[src/hdl/ple_pkg.sv]
// Shared types, constants and codes for the positional list engine.
package ple_pkg;

    localparam int CAPACITY = 32;
    localparam int IDX_W    = $clog2(CAPACITY);
    localparam int CNT_W    = $clog2(CAPACITY + 1);
    localparam int VAL_W    = 32;
    localparam int POS_W    = 6;
    localparam int LEN_W    = 6;
    localparam int CMD_W    = 4;
    localparam int STS_W    = 3;
    localparam int CMP_W    = (POS_W > CNT_W + 1) ? POS_W : CNT_W + 1;

    typedef logic [IDX_W-1:0]        idx_t;
    typedef logic [CNT_W-1:0]        cnt_t;
    typedef logic signed [VAL_W-1:0] val_t;
    typedef logic [POS_W-1:0]        pos_t;
    typedef logic [LEN_W-1:0]        len_t;
    typedef logic [CMP_W-1:0]        cmp_t;

    typedef enum logic [CMD_W-1:0] {
        CMD_PUSH_FRONT = 4'd0,
        CMD_PUSH_BACK  = 4'd1,
        CMD_INSERT_AT  = 4'd2,
        CMD_POP_FRONT  = 4'd3,
        CMD_POP_BACK   = 4'd4,
        CMD_DELETE_AT  = 4'd5,
        CMD_SEARCH     = 4'd6,
        CMD_MODIFY_AT  = 4'd7,
        CMD_REVERSE    = 4'd8,
        CMD_DUMP       = 4'd9
    } cmd_t;

    typedef enum logic [STS_W-1:0] {
        ST_OK       = 3'd0,
        ST_EMPTY    = 3'd1,
        ST_NOPOS    = 3'd2,
        ST_NOTFOUND = 3'd3,
        ST_FULL     = 3'd4
    } status_t;

    typedef enum logic [2:0] {
        S_IDLE,
        S_MOVE,
        S_PUT,
        S_SEARCH,
        S_REV,
        S_DUMP,
        S_RESP
    } state_t;

    // One result beat.
    typedef struct packed {
        status_t status;
        val_t    value;
        pos_t    fpos;
        len_t    length;
        logic    last;
    } res_t;

    typedef struct packed {
        logic valid;
        res_t res;
    } push_t;

    // Element store access for one cycle.
    typedef struct packed {
        logic we;
        idx_t waddr;
        val_t wdata;
        logic re;
        idx_t raddr;
    } mem_req_t;

endpackage

[src/hdl/ple_ram.sv]
// Generic single-write, single-read RAM with registered read data.
module ple_ram #(
    parameter int WIDTH = 32,
    parameter int DEPTH = 32
) (
    input  logic                     clk,
    input  logic                     we,
    input  logic [$clog2(DEPTH)-1:0] waddr,
    input  logic [WIDTH-1:0]         wdata,
    input  logic                     re,
    input  logic [$clog2(DEPTH)-1:0] raddr,
    output logic [WIDTH-1:0]         rdata
);

    logic [WIDTH-1:0] mem [DEPTH];

    always_ff @(posedge clk)
    begin
        if (we)
        begin
            mem[waddr] <= wdata;
        end
        if (re)
        begin
            rdata <= mem[raddr];
        end
    end

endmodule

[src/hdl/ple_out.sv]
// Output register for result beats.
module ple_out (
    input  logic            clk,
    input  logic            rst_n,
    input  ple_pkg::push_t  push,
    output logic            push_ok,
    output logic            out_valid,
    input  logic            out_ready,
    output ple_pkg::res_t   res
);

    logic          valid_reg, valid_next;
    ple_pkg::res_t res_reg, res_next;

    // Take a new beat when the register is empty or being drained.
    assign push_ok = !valid_reg || out_ready;

    always_comb
    begin
        valid_next = valid_reg;
        res_next   = res_reg;
        if (push_ok)
        begin
            valid_next = push.valid;
            if (push.valid)
            begin
                res_next = push.res;
            end
        end
    end

    always_ff @(posedge clk or negedge rst_n)
    begin
        if (!rst_n)
        begin
            valid_reg <= 1'b0;
        end
        else
        begin
            valid_reg <= valid_next;
        end
    end

    always_ff @(posedge clk)
    begin
        res_reg <= res_next;
    end

    assign out_valid = valid_reg;
    assign res       = res_reg;

endmodule

[src/hdl/ple_ctrl.sv]
// Command sequencer: walks the element store through its single read port.
module ple_ctrl (
    input  logic               clk,
    input  logic               rst_n,
    input  logic               in_valid,
    output logic               in_ready,
    input  logic [3:0]         cmd,
    input  ple_pkg::val_t      item_value,
    input  ple_pkg::pos_t      item_position,
    output ple_pkg::mem_req_t  mem,
    input  ple_pkg::val_t      rdata,
    output ple_pkg::push_t     push,
    input  logic               push_ok,
    output ple_pkg::cnt_t      count
);

    ple_pkg::state_t  state_reg, state_next;
    ple_pkg::cnt_t    count_reg, count_next;
    ple_pkg::val_t    value_reg, value_next;
    ple_pkg::status_t status_reg, status_next;
    ple_pkg::pos_t    fpos_reg, fpos_next;
    ple_pkg::idx_t    put_idx_reg, put_idx_next;
    logic             ins_reg, ins_next;
    ple_pkg::idx_t    src_reg, src_next;
    ple_pkg::cnt_t    rem_reg, rem_next;
    logic             mv_pend_reg, mv_pend_next;
    ple_pkg::idx_t    mv_dst_reg, mv_dst_next;
    ple_pkg::cnt_t    rd_idx_reg, rd_idx_next;
    logic             pend_reg, pend_next;
    ple_pkg::idx_t    pend_idx_reg, pend_idx_next;
    ple_pkg::idx_t    lo_reg, lo_next;
    ple_pkg::idx_t    hi_reg, hi_next;
    logic             phase_reg, phase_next;
    logic             wlo_pend_reg, wlo_pend_next;
    ple_pkg::idx_t    wlo_addr_reg, wlo_addr_next;
    logic             whi_pend_reg, whi_pend_next;
    ple_pkg::idx_t    whi_addr_reg, whi_addr_next;
    ple_pkg::val_t    tmp_reg, tmp_next;

    ple_pkg::cmp_t    pos_cmp, n_cmp;
    logic             pos_ins_ok, pos_del_ok, full, empty, dump_last;
    ple_pkg::idx_t    pos_idx, n_last;

    assign pos_cmp    = ple_pkg::cmp_t'(item_position);
    assign n_cmp      = ple_pkg::cmp_t'(count_reg);
    assign pos_ins_ok = (pos_cmp != '0) && (pos_cmp <= n_cmp + ple_pkg::cmp_t'(1));
    assign pos_del_ok = (pos_cmp != '0) && (pos_cmp <= n_cmp);
    assign full       = (n_cmp >= ple_pkg::cmp_t'(ple_pkg::CAPACITY));
    assign empty      = (count_reg == '0);
    assign pos_idx    = ple_pkg::idx_t'(item_position - ple_pkg::pos_t'(1));
    assign n_last     = ple_pkg::idx_t'(count_reg - ple_pkg::cnt_t'(1));
    assign dump_last  = (ple_pkg::cnt_t'(pend_idx_reg) + ple_pkg::cnt_t'(1) == count_reg);

    always_comb
    begin
        state_next    = state_reg;
        count_next    = count_reg;
        value_next    = value_reg;
        status_next   = status_reg;
        fpos_next     = fpos_reg;
        put_idx_next  = put_idx_reg;
        ins_next      = ins_reg;
        src_next      = src_reg;
        rem_next      = rem_reg;
        mv_pend_next  = 1'b0;
        mv_dst_next   = mv_dst_reg;
        rd_idx_next   = rd_idx_reg;
        pend_next     = pend_reg;
        pend_idx_next = pend_idx_reg;
        lo_next       = lo_reg;
        hi_next       = hi_reg;
        phase_next    = phase_reg;
        wlo_pend_next = wlo_pend_reg;
        wlo_addr_next = wlo_addr_reg;
        whi_pend_next = whi_pend_reg;
        whi_addr_next = whi_addr_reg;
        tmp_next      = tmp_reg;

        in_ready  = 1'b0;
        mem       = '0;
        push      = '0;
        push.res.status = status_reg;
        push.res.fpos   = fpos_reg;
        push.res.length = ple_pkg::len_t'(count_reg);
        push.res.last   = 1'b1;

        unique case (state_reg)
            ple_pkg::S_IDLE:
            begin
                in_ready = 1'b1;
                if (in_valid)
                begin
                    value_next  = item_value;
                    status_next = ple_pkg::ST_OK;
                    fpos_next   = '0;
                    pend_next   = 1'b0;
                    rd_idx_next = '0;
                    state_next  = ple_pkg::S_RESP;
                    unique case (ple_pkg::cmd_t'(cmd))
                        ple_pkg::CMD_PUSH_FRONT, ple_pkg::CMD_PUSH_BACK,
                        ple_pkg::CMD_INSERT_AT:
                        begin
                            ins_next = 1'b1;
                            src_next = n_last;
                            if (full)
                            begin
                                status_next = ple_pkg::ST_FULL;
                            end
                            else if (ple_pkg::cmd_t'(cmd) == ple_pkg::CMD_PUSH_FRONT || empty)
                            begin
                                put_idx_next = '0;
                                rem_next     = count_reg;
                                state_next   = ple_pkg::S_MOVE;
                            end
                            else if (ple_pkg::cmd_t'(cmd) == ple_pkg::CMD_PUSH_BACK)
                            begin
                                put_idx_next = ple_pkg::idx_t'(count_reg);
                                rem_next     = '0;
                                state_next   = ple_pkg::S_MOVE;
                            end
                            else if (pos_ins_ok)
                            begin
                                put_idx_next = pos_idx;
                                rem_next     = count_reg - ple_pkg::cnt_t'(pos_idx);
                                state_next   = ple_pkg::S_MOVE;
                            end
                            else
                            begin
                                status_next = ple_pkg::ST_NOPOS;
                            end
                        end
                        ple_pkg::CMD_POP_FRONT, ple_pkg::CMD_POP_BACK,
                        ple_pkg::CMD_DELETE_AT:
                        begin
                            ins_next = 1'b0;
                            if (empty)
                            begin
                                status_next = ple_pkg::ST_EMPTY;
                            end
                            else if (ple_pkg::cmd_t'(cmd) == ple_pkg::CMD_POP_FRONT)
                            begin
                                src_next   = ple_pkg::idx_t'(1);
                                rem_next   = count_reg - ple_pkg::cnt_t'(1);
                                state_next = ple_pkg::S_MOVE;
                            end
                            else if (ple_pkg::cmd_t'(cmd) == ple_pkg::CMD_POP_BACK)
                            begin
                                rem_next   = '0;
                                state_next = ple_pkg::S_MOVE;
                            end
                            else if (pos_del_ok)
                            begin
                                src_next   = pos_idx + ple_pkg::idx_t'(1);
                                rem_next   = count_reg - ple_pkg::cnt_t'(pos_idx)
                                             - ple_pkg::cnt_t'(1);
                                state_next = ple_pkg::S_MOVE;
                            end
                            else
                            begin
                                status_next = ple_pkg::ST_NOPOS;
                            end
                        end
                        ple_pkg::CMD_SEARCH:
                        begin
                            if (empty)
                            begin
                                status_next = ple_pkg::ST_EMPTY;
                            end
                            else
                            begin
                                status_next = ple_pkg::ST_NOTFOUND;
                                state_next  = ple_pkg::S_SEARCH;
                            end
                        end
                        ple_pkg::CMD_MODIFY_AT:
                        begin
                            if (empty)
                            begin
                                status_next = ple_pkg::ST_EMPTY;
                            end
                            else if (pos_del_ok)
                            begin
                                mem.we    = 1'b1;
                                mem.waddr = pos_idx;
                                mem.wdata = item_value;
                            end
                            else
                            begin
                                status_next = ple_pkg::ST_NOPOS;
                            end
                        end
                        ple_pkg::CMD_REVERSE:
                        begin
                            lo_next       = '0;
                            hi_next       = n_last;
                            phase_next    = 1'b0;
                            wlo_pend_next = 1'b0;
                            whi_pend_next = 1'b0;
                            if (empty)
                            begin
                                status_next = ple_pkg::ST_EMPTY;
                            end
                            else
                            begin
                                state_next = ple_pkg::S_REV;
                            end
                        end
                        ple_pkg::CMD_DUMP:
                        begin
                            if (empty)
                            begin
                                status_next = ple_pkg::ST_EMPTY;
                            end
                            else
                            begin
                                state_next = ple_pkg::S_DUMP;
                            end
                        end
                        default:
                        begin
                            status_next = ple_pkg::ST_OK;
                        end
                    endcase
                end
            end

            ple_pkg::S_MOVE:
            begin
                // Write back the element read last cycle one slot over.
                if (mv_pend_reg)
                begin
                    mem.we    = 1'b1;
                    mem.waddr = mv_dst_reg;
                    mem.wdata = rdata;
                end
                if (rem_reg != '0)
                begin
                    mem.re       = 1'b1;
                    mem.raddr    = src_reg;
                    mv_pend_next = 1'b1;
                    mv_dst_next  = ins_reg ? src_reg + ple_pkg::idx_t'(1)
                                           : src_reg - ple_pkg::idx_t'(1);
                    src_next     = ins_reg ? src_reg - ple_pkg::idx_t'(1)
                                           : src_reg + ple_pkg::idx_t'(1);
                    rem_next     = rem_reg - ple_pkg::cnt_t'(1);
                end
                else if (!mv_pend_reg)
                begin
                    if (ins_reg)
                    begin
                        state_next = ple_pkg::S_PUT;
                    end
                    else
                    begin
                        count_next = count_reg - ple_pkg::cnt_t'(1);
                        state_next = ple_pkg::S_RESP;
                    end
                end
            end

            ple_pkg::S_PUT:
            begin
                mem.we     = 1'b1;
                mem.waddr  = put_idx_reg;
                mem.wdata  = value_reg;
                count_next = count_reg + ple_pkg::cnt_t'(1);
                state_next = ple_pkg::S_RESP;
            end

            ple_pkg::S_SEARCH:
            begin
                if (pend_reg && rdata == value_reg)
                begin
                    status_next = ple_pkg::ST_OK;
                    fpos_next   = ple_pkg::pos_t'(ple_pkg::cnt_t'(pend_idx_reg)
                                                  + ple_pkg::cnt_t'(1));
                    pend_next   = 1'b0;
                    state_next  = ple_pkg::S_RESP;
                end
                else if (rd_idx_reg < count_reg)
                begin
                    mem.re        = 1'b1;
                    mem.raddr     = ple_pkg::idx_t'(rd_idx_reg);
                    pend_next     = 1'b1;
                    pend_idx_next = ple_pkg::idx_t'(rd_idx_reg);
                    rd_idx_next   = rd_idx_reg + ple_pkg::cnt_t'(1);
                end
                else
                begin
                    pend_next  = 1'b0;
                    state_next = ple_pkg::S_RESP;
                end
            end

            ple_pkg::S_REV:
            begin
                phase_next = !phase_reg;
                if (!phase_reg)
                begin
                    if (wlo_pend_reg)
                    begin
                        mem.we    = 1'b1;
                        mem.waddr = wlo_addr_reg;
                        mem.wdata = rdata;
                    end
                    wlo_pend_next = 1'b0;
                    if (lo_reg < hi_reg)
                    begin
                        mem.re    = 1'b1;
                        mem.raddr = lo_reg;
                    end
                end
                else
                begin
                    if (whi_pend_reg)
                    begin
                        mem.we    = 1'b1;
                        mem.waddr = whi_addr_reg;
                        mem.wdata = tmp_reg;
                    end
                    whi_pend_next = 1'b0;
                    tmp_next      = rdata;
                    if (lo_reg < hi_reg)
                    begin
                        mem.re        = 1'b1;
                        mem.raddr     = hi_reg;
                        wlo_pend_next = 1'b1;
                        wlo_addr_next = lo_reg;
                        whi_pend_next = 1'b1;
                        whi_addr_next = hi_reg;
                        lo_next       = lo_reg + ple_pkg::idx_t'(1);
                        hi_next       = hi_reg - ple_pkg::idx_t'(1);
                    end
                    else
                    begin
                        state_next = ple_pkg::S_RESP;
                    end
                end
            end

            ple_pkg::S_DUMP:
            begin
                push.valid      = pend_reg;
                push.res.status = ple_pkg::ST_OK;
                push.res.value  = rdata;
                push.res.fpos   = '0;
                push.res.last   = dump_last;
                // Hold the read data while the output stalls.
                if (!pend_reg || push_ok)
                begin
                    if (pend_reg && dump_last)
                    begin
                        pend_next  = 1'b0;
                        state_next = ple_pkg::S_IDLE;
                    end
                    else if (rd_idx_reg < count_reg)
                    begin
                        mem.re        = 1'b1;
                        mem.raddr     = ple_pkg::idx_t'(rd_idx_reg);
                        pend_next     = 1'b1;
                        pend_idx_next = ple_pkg::idx_t'(rd_idx_reg);
                        rd_idx_next   = rd_idx_reg + ple_pkg::cnt_t'(1);
                    end
                    else
                    begin
                        pend_next = 1'b0;
                    end
                end
            end

            ple_pkg::S_RESP:
            begin
                push.valid = 1'b1;
                if (push_ok)
                begin
                    state_next = ple_pkg::S_IDLE;
                end
            end

            default:
            begin
                state_next = ple_pkg::S_IDLE;
            end
        endcase
    end

    always_ff @(posedge clk or negedge rst_n)
    begin
        if (!rst_n)
        begin
            state_reg    <= ple_pkg::S_IDLE;
            count_reg    <= '0;
            mv_pend_reg  <= 1'b0;
            pend_reg     <= 1'b0;
            phase_reg    <= 1'b0;
            wlo_pend_reg <= 1'b0;
            whi_pend_reg <= 1'b0;
        end
        else
        begin
            state_reg    <= state_next;
            count_reg    <= count_next;
            mv_pend_reg  <= mv_pend_next;
            pend_reg     <= pend_next;
            phase_reg    <= phase_next;
            wlo_pend_reg <= wlo_pend_next;
            whi_pend_reg <= whi_pend_next;
        end
    end

    always_ff @(posedge clk)
    begin
        value_reg    <= value_next;
        status_reg   <= status_next;
        fpos_reg     <= fpos_next;
        put_idx_reg  <= put_idx_next;
        ins_reg      <= ins_next;
        src_reg      <= src_next;
        rem_reg      <= rem_next;
        mv_dst_reg   <= mv_dst_next;
        rd_idx_reg   <= rd_idx_next;
        pend_idx_reg <= pend_idx_next;
        lo_reg       <= lo_next;
        hi_reg       <= hi_next;
        wlo_addr_reg <= wlo_addr_next;
        whi_addr_reg <= whi_addr_next;
        tmp_reg      <= tmp_next;
    end

    assign count = count_reg;

endmodule

[src/hdl/positional_list_engine.sv]
// Top level of the positional list engine: sequencer, element RAM and result register.
//
// Bounded ordered list of up to 32 signed 32-bit values, addressed by 1-based
// position, held in one 32x32 RAM with one write port and one registered read
// port. One command is taken at a time: in_ready is high only while the
// sequencer is idle, and every command gives one result beat, except a dump of
// a non-empty list, which gives one beat per element with last set on the
// final one. Every beat carries the list length after the command. Command cost
// is set by the single RAM read port: an insert at index i of an n-element list
// moves m = n-i elements and a delete moves m = n-1-i, one element per cycle; a
// search reads one element per cycle up to the first match; a reverse swaps one
// pair at a time from both ends inward; a dump streams one element per cycle
// once the first read returns, while out_ready stays high. Results wait in an
// output register, so the engine frees up for the next command while a beat is
// still unclaimed. The RAM needs no clearing after reset: only entries below the
// length are ever read.
module positional_list_engine (
    input  logic                 clk,
    input  logic                 rst_n,
    input  logic                 in_valid,
    output logic                 in_ready,
    input  logic [3:0]           cmd,
    input  logic signed [31:0]   item_value,
    input  logic [5:0]           item_position,
    output logic                 out_valid,
    input  logic                 out_ready,
    output logic [2:0]           status,
    output logic signed [31:0]   out_value,
    output logic [5:0]           found_position,
    output logic [5:0]           list_length,
    output logic                 last
);

    ple_pkg::mem_req_t mem;
    ple_pkg::val_t     rdata;
    ple_pkg::push_t    push;
    logic              push_ok;
    ple_pkg::res_t     res;
    ple_pkg::cnt_t     count;

    // Sequencer: decode, shift, search, reverse and dump walks.
    ple_ctrl u_ctrl (
        .clk           (clk),
        .rst_n         (rst_n),
        .in_valid      (in_valid),
        .in_ready      (in_ready),
        .cmd           (cmd),
        .item_value    (item_value),
        .item_position (item_position),
        .mem           (mem),
        .rdata         (rdata),
        .push          (push),
        .push_ok       (push_ok),
        .count         (count)
    );

    // Element store: position k lives at address k-1.
    ple_ram #(
        .WIDTH (ple_pkg::VAL_W),
        .DEPTH (ple_pkg::CAPACITY)
    ) u_ram (
        .clk   (clk),
        .we    (mem.we),
        .waddr (mem.waddr),
        .wdata (mem.wdata),
        .re    (mem.re),
        .raddr (mem.raddr),
        .rdata (rdata)
    );

    // Result register: hold a beat until it is taken.
    ple_out u_out (
        .clk       (clk),
        .rst_n     (rst_n),
        .push      (push),
        .push_ok   (push_ok),
        .out_valid (out_valid),
        .out_ready (out_ready),
        .res       (res)
    );

    assign status         = res.status;
    assign out_value      = res.value;
    assign found_position = res.fpos;
    assign list_length    = res.length;
    assign last           = res.last;

    // The list never outgrows the store.
    a_count_bound: assert property (@(posedge clk) disable iff (!rst_n)
        ple_pkg::cmp_t'(count) <= ple_pkg::cmp_t'(ple_pkg::CAPACITY))
        else $error("list length beyond capacity");

    // The sequencer leaves idle once it takes a command.
    a_one_at_a_time: assert property (@(posedge clk) disable iff (!rst_n)
        in_valid && in_ready |=> !in_ready)
        else $error("command accepted while previous one still in flight");

    // The walks never read and write one entry in the same cycle.
    a_no_rw_clash: assert property (@(posedge clk) disable iff (!rst_n)
        mem.we && mem.re |-> mem.waddr != mem.raddr)
        else $error("read and write of the same RAM entry in one cycle");

    // Only dump beats can be non-final, and they are always OK.
    a_nonlast_ok: assert property (@(posedge clk) disable iff (!rst_n)
        out_valid && !last |-> status == ple_pkg::ST_OK)
        else $error("non-final beat with error status");

endmodule

[config.mk]
export PLATFORM = sky130hd
export DESIGN_NAME = positional_list_engine
export DESIGN_NICKNAME = d
export VERILOG_FILES = /design/src/hdl/ple_pkg.sv /design/src/hdl/ple_ram.sv /design/src/hdl/ple_out.sv /design/src/hdl/ple_ctrl.sv /design/src/hdl/positional_list_engine.sv
export SDC_FILE = /design/constraint.sdc
export NUM_CORES = 2
export LEC_CHECK = 0
export BUFFER_PORTS_ARGS = -buffer_cell sky130_fd_sc_hd__buf_2
export CORE_UTILIZATION = 50
export CTS_CLUSTER_SIZE = 8
export DETAILED_ROUTE_END_ITERATION = 12
export PLACE_DENSITY = 0.66
export SLEW_MARGIN = 15
export SYNTH_ARGS = -nofsm -noshare
export SYNTH_HDL_FRONTEND = slang
export SYNTH_SLANG_ARGS = --single-unit
[constraint.sdc]
create_clock -name clk -period 5.9 [get_ports clk]
set_input_delay 0.885 -clock clk [delete_from_list [all_inputs] [get_ports clk]]
set_output_delay 0.885 -clock clk [all_outputs]
set_load 0.005 [all_outputs]
### After elaboration in Yosys (flattened, before gate mapping)

Memories as Yosys holds them, arrays and structs flattened. A register that Yosys moved wholly into a read port is not among the register bits.
Index checks and enable logic that the tools add are counted.

* register bits after elaboration: 189
* RAM bits: 1024
* bits of input ports: 46
* output and inout port bits: 50
* logic and storage cells: 264
* memories kept: 1

Memory list
* u_ram.mem: depth 32, width 32, read ports 1, clocked after Yosys merged registers in 1, wr ports 1, line ple_ram.sv:15 `logic [WIDTH-1:0] mem [DEPTH];`

* $add $sub $neg: 14
* order comparisons: 5
* equal/unequal tests: 41
* muxes and demuxes: 129
* bitwise gates (word level): 1
* reductions and logical operators: 45

Operator list (count)
* 2-to-1 mux 38 bit: 7
* 2-to-1 mux 6 bit: 26
* one-hot mux 38 bit (4 select lines): 1
* 2-to-1 mux 5 bit: 22
* 2-to-1 mux 3 bit: 28
* one-hot mux 5 bit (2 select lines): 5
* one-hot mux 6 bit (2 select lines): 4
* 2-to-1 mux 44 bit: 1
* == test 32 bit: 1
* one-hot mux 3 bit (5 select lines): 2
* one-hot mux 6 bit (4 select lines): 1
* one-hot mux 3 bit (7 select lines): 1
* one-hot mux 6 bit (3 select lines): 1
* subtractor 6 x 1 -> 6 bit, second input constant: 3
* 2-to-1 mux 1 bit: 17
* == test 4 x 3 -> 1 bit, second input constant: 4
* != test 2 bit, second input constant: 8
* AND reduction 4 bit: 4
* adder 5 x 1 -> 5 bit, second input constant: 3
* AND reduction 3 bit: 5
* AND reduction 5 bit: 3
* subtractor 5 x 1 -> 5 bit, second input constant: 3
* != test 2 x 1 -> 1 bit, second input constant: 7
* adder 6 x 1 -> 6 bit, second input constant: 2
* other kinds (41): 76

### Depth between registers and ports, before layout

* word-level depth: 10
* mapped depth: 19
* mapped depth without buffers: 14

### By module

From an unflattened synthesis, not the netlist that was laid out.

* cell total of the unflattened synthesis: 3189
* area, all modules: 51344.2 µm²

By module, submodules not included
* ple_ram: instances 1, cells each 2260, area each 40805.4 µm², sequential area each 31710.4 µm²
* ple_ctrl: instances 1, cells each 877, area each 9043.7 µm², sequential area each 4134.0 µm²
* ple_out: instances 1, cells each 52, area each 1495.2 µm², sequential area each 1466.4 µm²

### Least setup slack after synthesis

Ideal clock, no wire load.

* kind: input -> register
* start point: input item_position[1]
* end point: memory u_ram.mem[12][0], enable pin
* library setup time: 421 ps
* arrival: 4619 ps
* data required time: 5479 ps
* setup slack: 860 ps
* stages on the path: 13
* buffers on the path: 2
* path through: ha_1 nor2b_1 o21a_1 o21a_1 o21a_1 o21a_1 o22ai_1 and3_1 clkbuf_1 nor4_1 or3b_2 clkbuf_1 nor2_1

* word-level cells in the longest chain between the ends: 9
* elaborated cells between the ends (all ways): 11
* classes of those cells: add/sub (1); order compare (1); mux (7); reduce/logical (2)

Ends and longest elaborated chain
* from (decl): line positional_list_engine.sv:24 `input logic [5:0] item_position,`
* less-or-equal comparator 6 bit or nonzero test 7 bit (tied branches): line ple_ctrl.sv:47 `assign pos_del_ok = (pos_cmp != '0) && (pos_cmp <= n_cmp);`
* logical AND 1 bit: line ple_ctrl.sv:47
* 2-to-1 mux 38 bit (*): line ple_ctrl.sv:181 `else if (pos_del_ok)`
* 2-to-1 mux 38 bit (*): line ple_ctrl.sv:177 `if (empty)`
* 2-to-1 mux 38 bit (*): line ple_ctrl.sv:99 `unique case (ple_pkg::cmd_t'(cmd))`
* 2-to-1 mux 38 bit (*): line ple_ctrl.sv:91 `if (in_valid)`
* one-hot mux 38 bit (4 select lines) (*): line ple_ctrl.sv:87 `unique case (state_reg)`
* 2-to-1 mux 1 bit: line ple_ram.sv:19 `if (we)`
* 2-to-1 mux 1 bit (not written as such): line ple_ram.sv:21 `mem[waddr] <= wdata;`
* to (decl): line ple_ram.sv:15

Mark *: on every way between the ends. The rest lies on a longest branch, timed or not.

### Final worst setup path

* start point: register u_ctrl.count_reg[1] (netlist: u_ctrl.count[1])
* end point: register u_ram.rdata[2], read port of u_ram.mem, data pin

* word-level cells in the longest chain between the ends: 5
* elaborated cells between the ends (all ways): 8
* classes of those cells: order compare (1); eq/ne (1); mux (5); reduce/logical (1)

Ends and longest elaborated chain
* from (decl): line ple_ctrl.sv:18 `ple_pkg::cnt_t count_reg, count_next;`
* from (signal assigned): line ple_ctrl.sv:402 `count_reg <= count_next;`
* < comparator 6 bit or == test 6 bit (tied branches): line ple_ctrl.sv:280, ple_ctrl.sv:356, ple_ctrl.sv:52
* 2-to-1 mux 6 bit or logical AND 1 bit (tied branches): line ple_ctrl.sv:280, ple_ctrl.sv:356, ple_ctrl.sv:351
* 2-to-1 mux 6 bit: line ple_ctrl.sv:351 `if (pend_reg && dump_last)`
* 2-to-1 mux 6 bit: line ple_ctrl.sv:349 `if (!pend_reg || push_ok)`
* one-hot mux 6 bit (4 select lines) (*): line ple_ctrl.sv:87
* to (decl): line ple_ram.sv:12 `output logic [WIDTH-1:0] rdata`

Marked as above.
A chain may end at the register's enable or synchronous reset.

==> qor.yml <==
floorplanning:
  pin_count: 96
  rows: 117
  die_y_um: 324
  start_util: 0.508
  dieArea_um2: 105000
  coreArea_um2: 102000
  die_w_um: 324
grt:
  gr-total-overflow: 0
  grt_usage: 0.280
  grt_max_degree: 90
  antenna_found_initial: 6
  grt_pass1_wl_um: 211000
  first_global_vias: 31500
worst_hold_path:
  min_path_type: "in2async"
routing:
  drtIter0Drc: 4591
  vias: 33200
  wl_um: 147000
  routedWlPerCell_um: 27.5
  ant_nets: 0
  first_pass_iters: 6
  drcViolationCount: 0
  viasPerCell: 6.21
critical_path:
  path_max_fanout: 65
  crit_type: "reg2reg"
  start_kind: "flop"
  worstPathArrival_ps: 5990
  cp-end-kind: "flop"
  cp.required_ps: 6410
layout:
  fin_util: 0.580
  drive_above_1_share: 0.140
  nets: 4028
  largest_reg_flops: 1024
  area_growth_syn_to_layout_pct: 14.3
  fillers: 7818
  final_common_cell: "edfxtp_1"
  stdcell_count: 5341
  final_cell_mix: "edfxtp_1, nand2_1, clkbuf_16"
clock_network:
  cts-buffers-inserted: 174
  clockBufferDepth: 3
  clk_pin_slew_ps: 60
  h-tree-depth: 4
  clk_latency_ps: 760
  cts_resized: 0
  cts_hold_buf: 0
  cts_tree: "built"
  post_cts_buffers: 0
  root_buffer: "clkbuf_16"
  cts_sinks: 1245
sta:
  rsz0062_at_grt: "no"
  fin_crit_ps: 5480
  finClkSkew_ps: 24.2
  slew_violations: 0
  relSlewSlack: 0.192
  fin_setup_tns_ps: 0
  clock.fmax_mhz: 182
  fin_crit_sh: 0.929
  worst_pin_slew_ps: 1210
  setup_viol: 0
  hold_violations: 0
power:
  pwr_density_cell_nw_per_um2: 503
  power_w: 0.0299
  peakVddDrop_mv: 0.296
  leakage_nw: 21.0
place:
  dp.cells: 5134
  gp_congestion: 0.918
  post-dp-hpwl_um: 87800
  portBuffers: 95
yosys:
  ys_ff_latch: 1245
  synth_edf_count: 1230
  async_reset_ff_frac: 0.0120
  yosysSeqAreaShare: 0.718
  synth_fa_ha_area_frac: 0.00978
  synth_top_family_by_area: "simple AND/OR/NAND/NOR gates"
  syn_avg_cell_area_um2: 13.9
  synth_warnings: 0
  syn_inst: 3746
  synth-xor-area-share: 0.0145
  yosys_most_used_dff: "edfxtp_1"
  synth_compound_gate_area_share: 0.0882
  synth.area.mux_share: 0.0270
  syn_area_um2: 51900
  ys_types: 94
  synthSimpleGateAreaFrac: 0.118
  syn_nets: 3832
status:
  status: "finished clean"
flow_run:
  max_cap_viol_count: 0
## logic make-up after synthesis
kind of cell / Yosys count
and+or+nand+nor: 1358
DFF: 1245
AOI/OAI and AO/OA: 627
buffers and inverters: 252
muxes: 138
xor gates and xnor gates: 86
adders and majority gates: 40
## synthesized netlist by cell type, types with 49 or more instances
master	count	share of area
edfxtp_1	1230	0.71
nand2_1	847	0.061
a21oi_1	143	0.014
nand3_1	130	0.013
mux2i_1	123	0.024
nor2_1	104	0.0075
clkbuf_1	103	0.0074
and3_1	84	0.010
buf_2	75	0.0072
xnor2_1	71	0.012
nor3_1	60	0.0058
o21ai_0	58	0.0056
a31oi_1	49	0.0059
## per-stage QoR
step	hold slack, ps	setup WS (ps)	instance area [um2]
2_1_floorplan	448	860	51900
5_1_grt	64.1	172	59400
3_3_place_gp	497	676	54700
6_report	67.6	419	59400
3_5_place_dp	507	537	54700
4_1_cts	31.9	516	59400
## critical path, cell delays in order, from the launching register on
cell and delay, ps:
dfrtp_1 630, inv_1 230, ha_1 330, a21o_1 100, a211oi_1 80, o31a_1 440
ha_1 250, a221oi_1 480, a41o_4 610, buf_12 400, mux2i_1 260, nor3_1 70
a2111oi_1 850, o21ai_0 200, and4b_1 240
## routing by layer
| metal | up-vias | share of wire | global-route usage |
|---|---|---|---|
| met5 | - | 0.000048 | 0 |
| met1 | 16500 | 0.40 | 0.390 |
| li1 | 14600 | - | - |
| met4 | 2 | 0.029 | 0.0933 |
| met2 | 1858 | 0.46 | 0.430 |
| met3 | 273 | 0.11 | 0.0712 |
## final timing paths
kind                                        from                endpoint  slack, ps  cells after the start
worst max-delay path             u_ctrl.count[1]          u_ram.rdata[2]        420                     14
worst min-delay path                       rst_n         u_ctrl.count[2]         70                      1
worst max register to register   u_ctrl.count[1]          u_ram.rdata[2]        420                     14
worst min register to register  u_ctrl.hi_reg[3]  u_ctrl.whi_addr_reg[3]        510                      0
max in group asynchronous                  rst_n      u_ctrl.mv_pend_reg       5510                      1
min in group clk                  item_value[22]    u_ctrl.value_reg[22]        330                      1
## layout make-up
type,instances,area [um2],area share
Sequential cell,1245,37300,0.628
Multi-Input combinational cell,2249,13700,0.231
Tap cell,1368,1710,0.0288
Inverter,32,120,0.00202
Clock inverter,12,156,0.00263
Antenna cell,1,2.50,0.0000421
Clock buffer,194,4510,0.0760
Timing Repair Buffer,240,1860,0.0314
## power breakdown
group          leakage, nW  internal (W)  total, W  switching [W]
combinational         7.18       0.00258   0.00856        0.00598
clock                 2.29       0.00531   0.00878        0.00347
sequential            11.5        0.0119    0.0125       0.000675
total                 21.0        0.0198    0.0299         0.0101
No activity file was read; power rests on OpenSTA's default activity.
